===== src/design/tpmq_ram.sv =====
// Generic single-write, single-read synchronous RAM with registered read data.
// Stand-alone; no package needed.
module tpmq_ram #(
    parameter int WIDTH = 8,
    parameter int DEPTH = 16
) (
    input  logic                     i_clk,
    input  logic                     i_we,
    input  logic [$clog2(DEPTH)-1:0] i_waddr,
    input  logic [WIDTH-1:0]         i_wdata,
    input  logic [$clog2(DEPTH)-1:0] i_raddr,
    output logic [WIDTH-1:0]         o_rdata
);
    logic [WIDTH-1:0] r_mem [DEPTH];
    logic [WIDTH-1:0] r_rdata;

    always_ff @(posedge i_clk) begin
        if (i_we) begin
            r_mem[i_waddr] <= i_wdata;
        end
        r_rdata <= r_mem[i_raddr];
    end

    assign o_rdata = r_rdata;
endmodule


===== config.mk =====
export PLATFORM = sky130hd
export DESIGN_NAME = tpmq_ram
export DESIGN_NICKNAME = d
export VERILOG_FILES = /design/src/design/tpmq_ram.sv
export SDC_FILE = /design/constraint.sdc
export NUM_CORES = 1
export LEC_CHECK = 0
export BUFFER_PORTS_ARGS = -buffer_cell sky130_fd_sc_hd__buf_2
export CAP_MARGIN = 10
export CORE_MARGIN = 10
export CORE_UTILIZATION = 55
export DETAILED_ROUTE_END_ITERATION = 10
export GPL_ROUTABILITY_DRIVEN = 1
export GPL_TIMING_DRIVEN = 0
export PLACE_DENSITY = 0.79
export SYNTH_ARGS = -nofsm -noshare
export SYNTH_HDL_FRONTEND = slang
export SYNTH_SLANG_ARGS = --single-unit

===== constraint.sdc =====
create_clock -name i_clk -period 2.5 [get_ports i_clk]
set_input_delay 0.25 -clock i_clk [delete_from_list [all_inputs] [get_ports i_clk]]
set_output_delay 0.25 -clock i_clk [all_outputs]
set_load 0.03 [all_outputs]

[Word-level counts from Yosys, hierarchy flattened]
Memories as Yosys holds them, arrays and structs flattened. A register that Yosys moved wholly into a read port is not among the register bits.
Cells that the tools add are included.
Storage, ports and cells
  flip-flop bits (word level): 0
  bits in writable memories: 128
  output and inout bits: 8
  logic and storage cells: 3
  memories: 1
Memories
  r_mem: depth 16, bits a word 8, rd ports 1, clocked after Yosys merged registers in 1, write ports 1, RTL line 14  | logic [WIDTH-1:0] r_mem [DEPTH];
Operators by class
  muxes and demuxes: 2
Operators by type and width (count)
  1-bit 2-to-1 mux: 2

[Logic depth before layout (Yosys ltp)]
  depth after elaboration: 2
  gate-level depth with buffers: 5
  depth with buffers taken out: 3

[Least setup slack after synthesis]
No wires, ideal clock.
  path kind: input-to-reg
  start: in i_waddr[2]
  end: mem r_mem[0][0], enable pin
  stages on the path: 2
  arrival: 1.360 ns
  buffers on the path: 0
  path slack: 0.757 ns
  library setup time: 0.383 ns
  cell sequence: or3b_2 nor3_1
RTL lines
  from (decl): RTL line 9  | input logic [$clog2(DEPTH)-1:0] i_waddr,
  to (decl): RTL line 14
No word-level cell before the write port.

==> impl_metrics.tcl <==
set metrics [dict create \
    cap_violations 0 \
    peakVddDrop_uv 589 \
    start_util_pct 56.0 \
    ctsHtreeMaxLevel 4 \
    finalMaxSlewViolations 0 \
    internal_power_uw 4200 \
    gp_congestion 0.711 \
    tritoncts "yes" \
    cts_buffer_depth 2 \
    cp.arrival_ns 1.82 \
    path_max_fanout 1 \
    core_area_um2 9200 \
    num_rows 35 \
    wl_per_cell_um 25.8 \
    path_cells "mux4_1 > a22oi_1 > nand2_1" \
    ios 26 \
    crit_family "multiplexers" \
    clkSinkCount 136 \
    leakagePower_uw 0.00204 \
    seqPwrFrac_pct 48.5 \
    worstSetupEndpointType "register" \
    synth-seq-cells 136 \
    remaining_drc_errors 0 \
    finalHoldViolations 0 \
    path_buf_inv 0 \
    required_ns 2.88 \
    vias_per_cell 6.10 \
    synth-compound-area-share_pct 2.33 \
    pwr-share-comb_pct 5.2 \
    dieArea_um2 13600 \
    fin_skew_ns 0.00819 \
    first_pass_iters 4 \
    drt-total-wl_mm 10.3 \
    grt_start_max_net_pins 17 \
    final_layout_size_suffix_gt1_share_pct 29.9 \
    fmax_ghz 0.695 \
    startpoint_type "register" \
    slew_headroom_pct 46.3 \
    synth_mux_area_share_pct 15.0 \
    path_clk_slew_ns 0.06 \
    min_period_ns 1.44 \
    final.fill_count 600 \
    syn_inst 229 \
    synth_xor_area_share_pct 0 \
    switching_share_pct 20.6 \
    min-delay-start "i_wdata[6]" \
    synth_top_cells_by_area "edfxtp_1 75%, mux4_2 7.9%, mux4_1 7.1%, dfxtp_1 3.1%, a22oi_1 2.3%" \
    hold_buffers 0 \
    clkLatencyLatePin_ns 0.51 \
    fin_area_um2 6020 \
    syn-num-nets 247 \
    fin_nets 293 \
    num_vias 2435 \
    ant_nets 0 \
    ys_seq_area_share_pct 77.8 \
    io_buffers 24 \
    power.switching_uw 1090 \
    die_w_um 117 \
    clk_root_buffer_cell "clkbuf_8" \
    yosys.area_share.simple_pct 3.18 \
    hold_class "primary input to register" \
    period_share_pct 57.6 \
    synth_top_family_by_area "multiplexers" \
    ys_warn_count 0 \
    synth.largest_area_cell "edfxtp_1" \
    antenna_cells 0 \
    yosys-top-cells-count "128 x edfxtp_1, 18 x mux4_2, 16 x a22oi_1" \
    antenna_found_initial 0 \
    synth-async-reset-ratio_pct 0 \
    grt_pass1_vias 2576 \
    dpl_cell_area_um2 5410 \
    power_density_nw_per_um2 879 \
    cts_buffers 17 \
    status "finished, final reports clean" \
    startpoint "r_mem[8][5]" \
    crit_slowest_cell "mux4_1" \
    overflow 0 \
    synth.avg_cell_area_um2 22.5 \
    grt_pass1_wl_mm 15.5 \
    synth_edf_count 128 \
    synth_top_flop_cell "edfxtp_1" \
    reg2reg_from "r_mem[8][5]" \
    synth-adder-area-share_pct 0 \
    register_area_um2 4000 \
    fin_setup_tns_ns 0 \
    rsz0062_at_grt "no" \
    max_stage_delay_ns 0.51 \
    netlist_area_um2 5150 \
    drt-initial-drc-count 229 \
    setup-violations-final 0 \
    grt_use_total_pct 16.4 \
    synth.most_common_cell "edfxtp_1" \
    area_growth_pct 16.9 \
    worstSetupPathType "register to register" \
    synth.distinct_cells 19 \
    post_cts_resized 0 \
    multi_input_area_um2 1060 \
    worst_pin_slew_ns 0.802 \
    detailed_place_hpwl_mm 6.26 \
    cts_setup_buffers 0 \
    synth_top_cell_area_share_pct 74.7 \
    p_clk_share_pct 46.4 \
    die_h_um 117 \
]
[routing by layer]
| metal | track usage, % | part of all wire [%] | up-vias | routed length [um] |
|---|---|---|---|---|
| met4 | 6.51 | 1.5 | 0 | 150 |
| met5 | 0 | 0 | - | 0 |
| met3 | 4.47 | 7.6 | 10 | 785 |
| met2 | 25.4 | 50 | 90 | 5130 |
| met1 | 21.8 | 41 | 1271 | 4210 |
| li1 | - | - | 1064 | - |
[cells by family (layout without fill, tap and decap cells)]
family	Yosys count	count (layout)
flops	136	136
compound gates	16	16
simple gates	35	35
mux	32	32
buf+inv	10	69
[power by group through the flow]
stage                     clock, uW  combinational, uW  sequential [uW]
after detailed placement          0                271             2610
after global routing           2580                294             2570
final                          2450                273             2560
after CTS                      2470                274             2560
after global placement            0                263             2600
after floorplan                   0                129             2640
[registers in the layout, summed over array words and instances, names as in the netlist]
name and count:
r_mem 128, o_rdata 8
[through the flow]
step | hold slack, ns | instances | power, uW | util [%] | setup WS [ns]
final | 0.132 | 399 | 5290 | 65.4 | 1.06
after global routing | 0.127 | 399 | 5440 | 65.4 | 1.01
after CTS | 0.113 | 396 | 5310 | 65.2 | 0.661
after detailed placement | 0.657 | 364 | 2880 | 58.8 | 0.160
after global placement | 0.642 | 364 | 2870 | 58.8 | 0.206
after floorplan | 0.349 | 229 | 2770 | - | 0.757
[worst paths after layout]
kind                        to  cells past startpoint  slack [ns]
setup / recovery    o_rdata[5]                      3        1.06
hold / removal    r_mem[15][6]                      1        0.13
setup reg to reg    o_rdata[5]                      3        1.06
hold reg to reg     o_rdata[3]                      3        0.70
[area by class of cell]
cell class                      instances  share of cell area (%)
Sequential cell                       136                    66.6
Multi-Input combinational cell         83                    17.7
Clock buffer                           21                    7.30
Clock inverter                         11                    2.45
Tap cell                              111                    2.31
Timing Repair Buffer                   27                    2.29
Buffer                                 10                    1.44
[cell usage in the layout, fill, tap and decap left out, types with 8 or more instances in the layout]
cell | Yosys | routed
edfxtp_1 | 128 | 128
dfxtp_1 | 8 | 8
buf_2 | 3 | 29
nor2_1 | 13 | 13
clkbuf_16 | 0 | 16
mux4_1 | 14 | 14
a22oi_1 | 16 | 16
mux4_2 | 18 | 18
nand2_1 | 9 | 9
[worst reg2reg max path, delay by kind of cell, from the launching register on]
kind | cells | cell delay [ns]
muxes | 1 | 0.51
DFF | 1 | 0.37
AOI/OAI and AO/OA | 1 | 0.31
and+or+nand+nor | 1 | 0.12
Power figures use the tool's default switching activity.
